$ cat src/hdl/mbps_pkg.sv
// shared constants and types of the masked byte pattern search
`timescale 1ns / 1ps

package mbps_pkg;

    localparam int PATTERN_MAX    = 16;
    localparam int OFFSET_BITS    = 32;
    localparam int WINDOW_DEPTH   = 16;
    localparam int MATCH_OFF_BITS = 32;
    localparam int LEN_BITS       = 5;
    localparam int CFG_IDX_BITS   = 3;
    localparam int CFG_DATA_BITS  = 64;
    // offset arithmetic is done at the wider of the counter and the field
    localparam int EXT_BITS = (OFFSET_BITS > MATCH_OFF_BITS) ? OFFSET_BITS : MATCH_OFF_BITS;
    localparam int CAP_LEN  = (PATTERN_MAX > WINDOW_DEPTH) ? WINDOW_DEPTH : PATTERN_MAX;

    localparam logic [CFG_IDX_BITS-1:0] REG_PATTERN_LOW    = 3'd0;
    localparam logic [CFG_IDX_BITS-1:0] REG_PATTERN_HIGH   = 3'd1;
    localparam logic [CFG_IDX_BITS-1:0] REG_CARE_MASK      = 3'd2;
    localparam logic [CFG_IDX_BITS-1:0] REG_PATTERN_LENGTH = 3'd3;

    typedef struct packed {
        logic                      found;
        logic [MATCH_OFF_BITS-1:0] match_offset;
    } t_result;

endpackage

$ cat src/hdl/mbps_cell.sv
// one window cell: holds a recent byte, passes it on and compares its next value
`timescale 1ns / 1ps

module mbps_cell (
    input  logic       i_clk,
    input  logic       i_rst_n,
    input  logic       i_shift,
    input  logic       i_clear,
    input  logic [7:0] i_byte,
    input  logic [7:0] i_pat_byte,
    input  logic       i_care,
    output logic [7:0] o_byte,
    output logic       o_hit
);

    logic [7:0] r_byte;

    always_ff @(posedge i_clk) begin
        if (!i_rst_n || i_clear) begin
            r_byte <= 8'd0;
        end else if (i_shift) begin
            r_byte <= i_byte;
        end
    end

    // hit is judged on the byte this cell will hold after the shift
    assign o_hit  = !i_care || (i_byte == i_pat_byte);
    assign o_byte = r_byte;

endmodule

$ cat src/hdl/mbps_outq.sv
// two-entry result queue between the match logic and the output channel
`timescale 1ns / 1ps

module mbps_outq (
    input  logic             i_clk,
    input  logic             i_rst_n,
    input  logic             i_push,
    input  mbps_pkg::t_result i_res,
    output logic             o_room,
    output logic             o_valid,
    input  logic             i_pop_ready,
    output mbps_pkg::t_result o_res
);

    logic [1:0]        r_count;
    logic [1:0]        n_count;
    mbps_pkg::t_result r_q0;
    mbps_pkg::t_result r_q1;
    logic              w_pop;

    assign w_pop   = (r_count != 2'd0) && i_pop_ready;
    assign o_valid = (r_count != 2'd0);
    assign o_room  = (r_count != 2'd2);
    assign o_res   = r_q0;

    always_comb begin
        n_count = r_count;
        if (i_push && !w_pop) begin
            n_count = r_count + 2'd1;
        end else if (!i_push && w_pop) begin
            n_count = r_count - 2'd1;
        end
    end

    always_ff @(posedge i_clk) begin
        if (!i_rst_n) begin
            r_count <= 2'd0;
        end else begin
            r_count <= n_count;
        end
    end

    always_ff @(posedge i_clk) begin
        if (w_pop) begin
            if (i_push && r_count == 2'd1) begin
                r_q0 <= i_res;
            end else begin
                r_q0 <= r_q1;
            end
            if (i_push && r_count == 2'd2) begin
                r_q1 <= i_res;
            end
        end else if (i_push) begin
            if (r_count == 2'd0) begin
                r_q0 <= i_res;
            end else begin
                r_q1 <= i_res;
            end
        end
    end

endmodule

$ cat src/hdl/masked_byte_pattern_search.sv
// top level of the masked byte pattern search
`timescale 1ns / 1ps
// Searches a byte stream for the first place where a pattern of up to 16 bytes
// matches, with wildcard positions given by a care mask.
// Input channel: one byte per request in s_tdata, s_tlast marks the last byte
// of a region. Output channel: m_tdata carries the match start offset,
// m_tuser says found (1) or region ended without a match (0).
// Each region gives at most one result: found when the first full match ends,
// otherwise not found on the last byte. Bytes after a match are dropped until
// the last byte, which ends the region.
// Throughput: one byte per cycle while o_s_tready is high. All pattern positions
// are compared at once by a chain of window cells that shift on every accepted
// byte until a match is reported; results are registered in the output queue.
// Results wait in a two-entry queue; if the receiver stalls, input is still taken
// until both entries hold results, then o_s_tready drops. Configuration writes
// take effect at once and must be made while the block is idle; not enforced.
// Reset clears the window, byte count and queue; pattern registers go to zero,
// care mask to all ones, pattern length to one.

module masked_byte_pattern_search (
    input  logic        i_clk,
    input  logic        i_rst_n,
    // input stream
    input  logic        i_s_tvalid,
    output logic        o_s_tready,
    input  logic [7:0]  i_s_tdata,   // [7:0] data_byte
    input  logic        i_s_tlast,   // last_byte
    // result stream
    output logic        o_m_tvalid,
    input  logic        i_m_tready,
    output logic [31:0] o_m_tdata,   // [31:0] match_offset
    output logic        o_m_tuser,   // [0] found
    // configuration
    input  logic        i_cfg_we,
    input  logic [mbps_pkg::CFG_IDX_BITS-1:0]  i_cfg_index,
    input  logic [mbps_pkg::CFG_DATA_BITS-1:0] i_cfg_data
);

    localparam int NC = mbps_pkg::PATTERN_MAX;
    localparam int OB = mbps_pkg::OFFSET_BITS;
    localparam int LB = mbps_pkg::LEN_BITS;
    localparam int XB = mbps_pkg::EXT_BITS;
    localparam logic [OB-1:0] COUNT_MAX = {OB{1'b1}};
    localparam logic [XB-1:0] FIELD_MAX = XB'({mbps_pkg::MATCH_OFF_BITS{1'b1}});

    logic [63:0]   r_pat_low;
    logic [63:0]   r_pat_high;
    logic [15:0]   r_care;
    logic [LB-1:0] r_len_raw;
    logic [OB-1:0] r_seen;
    logic          r_reported;

    logic [7:0]    w_pat [16];
    logic [LB-1:0] w_len;
    logic          w_accept;
    logic          w_shift;
    logic          w_clear;
    logic [OB-1:0] w_next_seen;
    logic [XB-1:0] w_start;
    logic          w_match;
    logic          w_push;
    logic [NC-1:0] w_hit;
    logic [7:0]    w_chain [NC+1];
    mbps_pkg::t_result w_res;
    mbps_pkg::t_result w_out;
    logic          w_room;

    always_ff @(posedge i_clk) begin
        if (!i_rst_n) begin
            r_pat_low  <= 64'd0;
            r_pat_high <= 64'd0;
            r_care     <= 16'hFFFF;
            r_len_raw  <= LB'(1);
        end else if (i_cfg_we) begin
            case (i_cfg_index)
                mbps_pkg::REG_PATTERN_LOW:    r_pat_low  <= i_cfg_data;
                mbps_pkg::REG_PATTERN_HIGH:   r_pat_high <= i_cfg_data;
                mbps_pkg::REG_CARE_MASK:      r_care     <= i_cfg_data[15:0];
                mbps_pkg::REG_PATTERN_LENGTH: r_len_raw  <= i_cfg_data[LB-1:0];
                default: ;
            endcase
        end
    end

    always_comb begin
        for (int b = 0; b < 8; b++) begin
            w_pat[b]     = r_pat_low[b*8 +: 8];
            w_pat[b + 8] = r_pat_high[b*8 +: 8];
        end
        if (r_len_raw == '0) begin
            w_len = LB'(1);
        end else if (r_len_raw > LB'(mbps_pkg::CAP_LEN)) begin
            w_len = LB'(mbps_pkg::CAP_LEN);
        end else begin
            w_len = r_len_raw;
        end
    end

    assign w_accept = i_s_tvalid && o_s_tready;
    assign w_shift  = w_accept && !r_reported;
    assign w_clear  = w_accept && i_s_tlast;

    assign w_chain[0] = i_s_tdata;

    genvar k;
    generate
        for (k = 0; k < NC; k++) begin : g_cell
            logic [LB-1:0] w_idx;
            logic          w_used;
            assign w_used = (LB'(k) < w_len);
            assign w_idx  = w_len - LB'(1) - LB'(k);

            mbps_cell u_cell (
                .i_clk      (i_clk),
                .i_rst_n    (i_rst_n),
                .i_shift    (w_shift),
                .i_clear    (w_clear),
                .i_byte     (w_chain[k]),
                .i_pat_byte (w_pat[w_idx[3:0]]),
                .i_care     (w_used && r_care[w_idx[3:0]]),
                .o_byte     (w_chain[k+1]),
                .o_hit      (w_hit[k])
            );
        end
    endgenerate

    always_comb begin
        w_next_seen = (r_seen == COUNT_MAX) ? r_seen : r_seen + OB'(1);
        w_match     = (&w_hit) && (XB'(w_next_seen) >= XB'(w_len));
        w_start     = XB'(w_next_seen) - XB'(w_len);
        w_res.found = w_match;
        if (!w_match) begin
            w_res.match_offset = '0;
        end else if (w_start > FIELD_MAX) begin
            w_res.match_offset = '1;
        end else begin
            w_res.match_offset = w_start[mbps_pkg::MATCH_OFF_BITS-1:0];
        end
        w_push = w_shift && (w_match || i_s_tlast);
    end

    always_ff @(posedge i_clk) begin
        if (!i_rst_n || w_clear) begin
            r_seen     <= '0;
            r_reported <= 1'b0;
        end else if (w_shift) begin
            r_seen <= w_next_seen;
            if (w_match) begin
                r_reported <= 1'b1;
            end
        end
    end

    mbps_outq u_outq (
        .i_clk       (i_clk),
        .i_rst_n     (i_rst_n),
        .i_push      (w_push),
        .i_res       (w_res),
        .o_room      (w_room),
        .o_valid     (o_m_tvalid),
        .i_pop_ready (i_m_tready),
        .o_res       (w_out)
    );

    assign o_s_tready = w_room;
    assign o_m_tdata  = w_out.match_offset;
    assign o_m_tuser  = w_out.found;

endmodule
$ cat config.mk
export PLATFORM = sky130hd
export DESIGN_NAME = masked_byte_pattern_search
export DESIGN_NICKNAME = d
export VERILOG_FILES = /design/src/hdl/mbps_pkg.sv /design/src/hdl/mbps_cell.sv /design/src/hdl/mbps_outq.sv /design/src/hdl/masked_byte_pattern_search.sv
export SDC_FILE = /design/constraint.sdc
export NUM_CORES = 1
export LEC_CHECK = 0
export BUFFER_PORTS_ARGS = -buffer_cell sky130_fd_sc_hd__buf_2
export CAP_MARGIN = 0
export CORE_ASPECT_RATIO = 1.2
export CORE_MARGIN = 3
export CORE_UTILIZATION = 40
export CTS_CLUSTER_DIAMETER = 100
export DETAILED_ROUTE_END_ITERATION = 16
export SLEW_MARGIN = 15
export SYNTH_ARGS = -nofsm -noshare
export SYNTH_HDL_FRONTEND = slang
export SYNTH_HIERARCHICAL = 1
export SYNTH_SLANG_ARGS = --single-unit
$ cat constraint.sdc
create_clock -name i_clk -period 12.8 [get_ports i_clk]
set_input_delay 0 -clock i_clk [delete_from_list [all_inputs] [get_ports i_clk]]
set_output_delay 0 -clock i_clk [all_outputs]
set_load 0.01 [all_outputs]
==> results.tsv, run 1 <==
metric	value	unit
dieArea	62600	µm²
post_cts_buffers	0	
reg2reg_slack	5.72	ns
fmax	141	MHz
hold_start	i_cfg_index[2]	
setup_viol	0	
worstPathRequired	13.11	ns
htreeDepth	2	
num_rows	97	
status	completed	
rsz0062_at_grt	false	
max_slew_margin	0.236	
finalCritPeriodShare	0.553	
wirelength	81.6	mm
synth_nets	2628	
port_buffers	115	
power.leakage	10.5	nW
syn-cell-area	23800	µm²
yosysWarnings	6	
syn_inst	2526	
fin_skew	0.0171	ns
n_fill_cell	5621	
hold_class	in -> reg	
reg2reg_depth	19	
clock_latency	0.57	ns
grt_max_degree	148	
antennaDiodeCount	0	
drt_first_pass_iters	5	
chipHeight	273	µm
hold_viol	0	
drv_cap	0	
syn-mean-instance-area	9.44	µm²
overflow	0	
cp.arrival	7.39	ns
grt_usage	0.252	
start_util	0.407	
cts-root-buf	clkbuf_16	
io_pins	116	
routed_via_density	5.66	
power_density	121	nW/µm²
drc	0	
wl_per_cell	23.8	µm
grt_pass1_vias	18600	
chipWidth	229	µm
cts_num_sinks	370	
gp_congestion	1.03	
fin_nets	2714	
core-area	58600	µm²
cts_tree	built	
grt_pass1_wl	120	mm
cts_buffers	40	
tightest_slew	1.15	ns
path_class	reg -> reg	
vias	19400	
reg2reg_from	r_len_raw[2]$_SDFFE_PN0P_	
setup.worst_path.start_class	flop	
placed_cells	3284	
clockBufferDepth	3	
instances_no_fill	3432	
path_clk_slew	0.06	ns
drt_iter0_drc	1486	
rr_endpoint	u_outq/o_res[32]$_DFFE_PP_	
drive_above_1_share	0.110	
worstSetupEndpointType	flop	
antenna_found_initial	0	
slew_violations	0	
dpl.hpwl	63.4	mm
finalCriticalPeriod	7.08	ns
ir_worst_vdd	0.0903	mV
cp_max_fo	40	
tns	0	ns
area_delta_synth_final	12.9	%
crit_path_end	u_outq/o_res[32]$_DFFE_PP_	
drtAntennaViolNets	0	
critPathLaunch	r_len_raw[2]$_SDFFE_PN0P_	
-- flip-flops by register name, summed over array words and instances (netlist names) --
signal and flops:
r_reported 1, r_seen 32, u_outq/r_count 2, r_pat_low 64, g_cell.u_cell/o_byte 120, r_len_raw 5, r_care 16, r_pat_high 64
u_outq/o_res 33, u_outq/r_q1 33
-- worst min path at each step --
stage,slack (ns),endpoint,cells past startpoint
finish,0.07,r_len_raw[0]$_SDFFE_PN1P_,4
global route,0.09,r_len_raw[0]$_SDFFE_PN1P_,4
CTS,0.02,r_len_raw[0]$_SDFFE_PN1P_,4
detailed placement,0.27,r_pat_high[34]$_SDFFE_PN0P_,3
global placement,0.26,r_care[8]$_SDFFE_PN1P_,3
floorplan,0.12,u_outq/r_count[0]$_SDFFE_PN0P_,1
-- layout by cell type, fill, tap and decap left out, types with 41 or more instances in the layout --
cell type	instances
nand2_1	338
nand4_1	51
dfxtp_1	304
edfxtp_1	66
mux2i_1	680
xnor2_1	169
clkbuf_16	41
nand3_1	42
dlygate4sd3_1	78
buf_2	114
nor2_1	186
a21boi_0	130
-- layout make-up --
cell class / count / area [µm²] / share of cell area
flip-flops and latches: 370 / 8070 / 0.300
inverters: 21 / 83.8 / 0.00312
clock inverters: 16 / 141 / 0.00525
well taps: 792 / 991 / 0.0368
multi-input cells: 1957 / 14900 / 0.555
clock buffers: 54 / 1110 / 0.0411
repair buffers: 222 / 1590 / 0.0591
-- critical path, stage by stage, from the launching register on --
cell     delay, ns
dfxtp_1       0.43
nor3_1        0.36
o21ai_4       0.11
ha_2          0.32
buf_4         0.51
inv_2         0.04
buf_4         0.34
ha_1          1.04
mux2i_1       0.24
mux2i_1       0.37
xnor2_1       0.17
nand4_1       0.09
o21ai_1       0.29
nand4_1       0.17
nor4_2        0.57
o21ai_2       0.13
a21oi_1       0.45
nand2_1       0.19
nand2_4       0.51
mux2_2        0.40
-- repair_timing --
item / 4_1_cts / 5_1_grt
endpoints found under the setup margin: 0 / 0
hold buffers: 78 / 0
endpoints found under the hold margin: 158 / 0
gates resized for setup: 0 / 0
-- report_power, final --
part	total (mW)	switching [mW]	leakage [nW]	internal, mW
Sequential	1.35	0.0466	3.09	1.30
Clock	1.13	0.483	0.605	0.647
Combinational	0.785	0.462	6.78	0.323
Total	3.26	0.992	10.5	2.27
-- layer usage --
metal  track usage  part of all wire
met4         0.121             0.054
met2         0.448              0.50
met5             0                 0
met1         0.298              0.40
met3        0.0369             0.050
-- metrics by stage --
stage               power [mW]  cell area, µm²  hold WS, ns   util  setup slack, ns
global route              3.39           26900       0.0896  0.459             5.31
detailed placement        2.13           24900        0.271  0.424             5.47
global placement          2.12           24900        0.262  0.424             5.69
floorplan                 1.93           23800        0.122      -             4.22
finish                    3.26           26900       0.0706  0.459             5.72
CTS                       3.28           26900       0.0206  0.459             5.44
Note: power is estimated with default switching activity, not from simulation.
==> inputs of run 2 (changes only) <==
Clock period 12.8 ns to 6.33 ns, I/O delays scaled along.
==> run 2 against run 1 <==
Global-route usage rose by 0.58 points. Clock-buffer cell count rose by 4. Maximum frequency rose by 18%. Non-clock buffer count rose by 38. Largest power group unchanged.
==> results.tsv, run 2 (synthesis results as in run 1) <==
metric	value	unit	change
setup_viol	0		unchanged
drc	0		unchanged
final_common_cell	mux2i_1		
hold_class	in -> reg		
cp_max_fo	47		+18%
drt_iter0_drc	1380		-7.1%
path_class	reg -> reg		
ir_worst_vdd	0.208	mV	+130%
grt_pass1_wl	123	mm	+2.4%
hold_viol	0		unchanged
rsz0062_at_grt	false		
grt_usage	0.258		+0.00577
gp_congestion	1.03		+0.16%
core-area	58600	µm²	unchanged
reg2reg_depth	22		+3
cp.arrival	6.31	ns	-1.08 ns
cts_num_sinks	370		unchanged
drtAntennaViolNets	0		unchanged
area_delta_synth_final	15.2	%	
finalCritPeriodShare	0.947		+0.394
placed_cells	3319		+1.1%
grt_max_degree	130		-12%
hold_start	i_cfg_index[2]		
setup.worst_path.start_class	flop		
p_total	6.77	mW	+110%
finalCriticalPeriod	6.00	ns	-1.08 ns
wl_per_cell	23.9	µm	+0.69%
rr_endpoint	u_outq/o_res[16]$_DFFE_PP_		
fmax	167	MHz	+18%
cts-root-buf	clkbuf_16		
antennaDiodeCount	0		unchanged
grt_pass1_vias	19300		+3.7%
dieArea	62600	µm²	unchanged
port_buffers	115		unchanged
largest_reg_flops	120		unchanged
fin_nets	2753		+1.4%
path_clk_slew	0.06	ns	about the same
reg2reg_slack	0.33	ns	-5.39 ns
routed_via_density	5.60		-0.99%
worstSetupEndpointType	flop		
worstPathCellList	nor3_1 -> o21ai_4 -> buf_12 -> buf_4 -> inv_1 -> ha_1 -> xor2_4 -> buf_12 -> mux2i_1 -> mux2i_1 -> xnor2_1 -> nand4_1 -> o21ai_1 -> nand4_1 -> nor4_4 -> buf_4 -> o21ai_2 -> a21oi_2 -> nand2_1 -> nand2_4 -> buf_12 -> mux2_4		
start_util	0.407		unchanged
max_slew_margin	0.297		+0.0614
htreeDepth	2		unchanged
cpMostUsedCell	buf_12		
critical_path.max_stage_delay	0.53	ns	-0.51 ns
mostFrequentLayoutCells	mux2i_1, nand2_1, dfxtp_1		
chipHeight	273	µm	unchanged
reg2reg_from	r_len_raw[1]$_SDFFE_PN0P_		
hold_end	r_len_raw[0]$_SDFFE_PN1P_		
worstPathRequired	6.64	ns	-6.47 ns
status	completed		
whs_path_depth	4		unchanged
vias	19500		+0.16%
overflow	0		unchanged
chipWidth	229	µm	unchanged
tightest_slew	1.05	ns	-0.0947 ns
cts_tree	built		
tns	0	ns	unchanged
fin_skew	0.0161	ns	-0.00105 ns
clockBufferDepth	3		unchanged
dpl.hpwl	65.1	mm	+2.8%
crit_slowest_cell	dfxtp_1		
slew_violations	0		unchanged
drt_first_pass_iters	5		unchanged
drv_cap	0		unchanged
power.leakage	10.8	nW	+3.0%
clock_latency	0.57	ns	about the same
antenna_found_initial	0		unchanged
wirelength	83.1	mm	+1.9%
drive_above_1_share	0.124		+0.0140
cts_buffers	41		+2.5%
io_pins	116		unchanged
instances_no_fill	3472		+1.2%
power_density	247	nW/µm²	+100%
num_rows	97		unchanged
worst_hold_slack	0.0899	ns	+0.0193 ns
## run 2: stage by stage
stage	util	setup WS, ns	cell area (µm²)
4_1_cts	0.468	0.104	27400
2_1_floorplan	-	0.0416	24000
6_report	0.468	0.334	27500
3_3_place_gp	0.431	0.293	25300
5_1_grt	0.468	0.00747	27500
3_5_place_dp	0.431	0.113	25300
## run 2: what timing repair did
| item | in CTS | in global routing |
|---|---|---|
| gates resized for setup | 0 | 1 |
| endpoints found under the hold margin | 158 | 0 |
| setup endpoints to repair | 0 | 73 |
| hold buffers | 79 | 0 |
| setup buffers | 0 | 2 |
## run 2: how the worst max path moves through the flow
stage / slack (ns) / cells after the start / end / startpoint
after detailed placement: 0.11 / 21 / u_outq/o_res[16]$_DFFE_PP_ / r_len_raw[2]$_SDFFE_PN0P_
after global routing: 0.007 / 22 / u_outq/o_res[21]$_DFFE_PP_ / r_len_raw[1]$_SDFFE_PN0P_
after global placement: 0.29 / 21 / u_outq/o_res[13]$_DFFE_PP_ / r_len_raw[2]$_SDFFE_PN0P_
after CTS: 0.10 / 21 / u_outq/o_res[18]$_DFFE_PP_ / r_len_raw[2]$_SDFFE_PN0P_
after floorplan: 0.04 / 27 / u_outq/r_q1[0]$_DFFE_PP_ / r_len_raw[1]$_SDFFE_PN0P_
final: 0.33 / 22 / u_outq/o_res[16]$_DFFE_PP_ / r_len_raw[1]$_SDFFE_PN0P_
## run 2: layer usage
layer	global-route usage	vias up	part of all wire
met5	0	-	0
met4	0.138	0	0.063
met3	0.0401	207	0.047
met2	0.466	633	0.50
met1	0.291	9448	0.39
li1	-	9170	-
## run 2: layout make-up
| cell class | count | area [µm²] |
|---|---|---|
| multi-input cells | 1957 | 14900 |
| fillers | 5554 | 31200 |
| flip-flops and latches | 370 | 8070 |
| clock buffers | 58 | 1200 |
| clock inverters | 14 | 155 |
| repair buffers | 260 | 2000 |
| inverters | 21 | 83.8 |
| well taps | 792 | 991 |
## run 2: report_power, final
group / total (mW) / internal, mW / switching, mW / leakage (nW)
Sequential: 2.71 / 2.63 / 0.0790 / 3.09
Clock: 2.43 / 1.45 / 0.984 / 0.665
Combinational: 1.64 / 0.687 / 0.950 / 7.04
## run 2: critical path: cells and delay by family, from the launching register on
family / cells / cell delay (ns)
xor+xnor: 2 / 0.66
compound gates: 4 / 0.71
flops: 1 / 0.53
fa+ha+maj: 1 / 0.28
mux: 3 / 0.89
simple gates: 6 / 1.10
buf+inv: 6 / 1.51
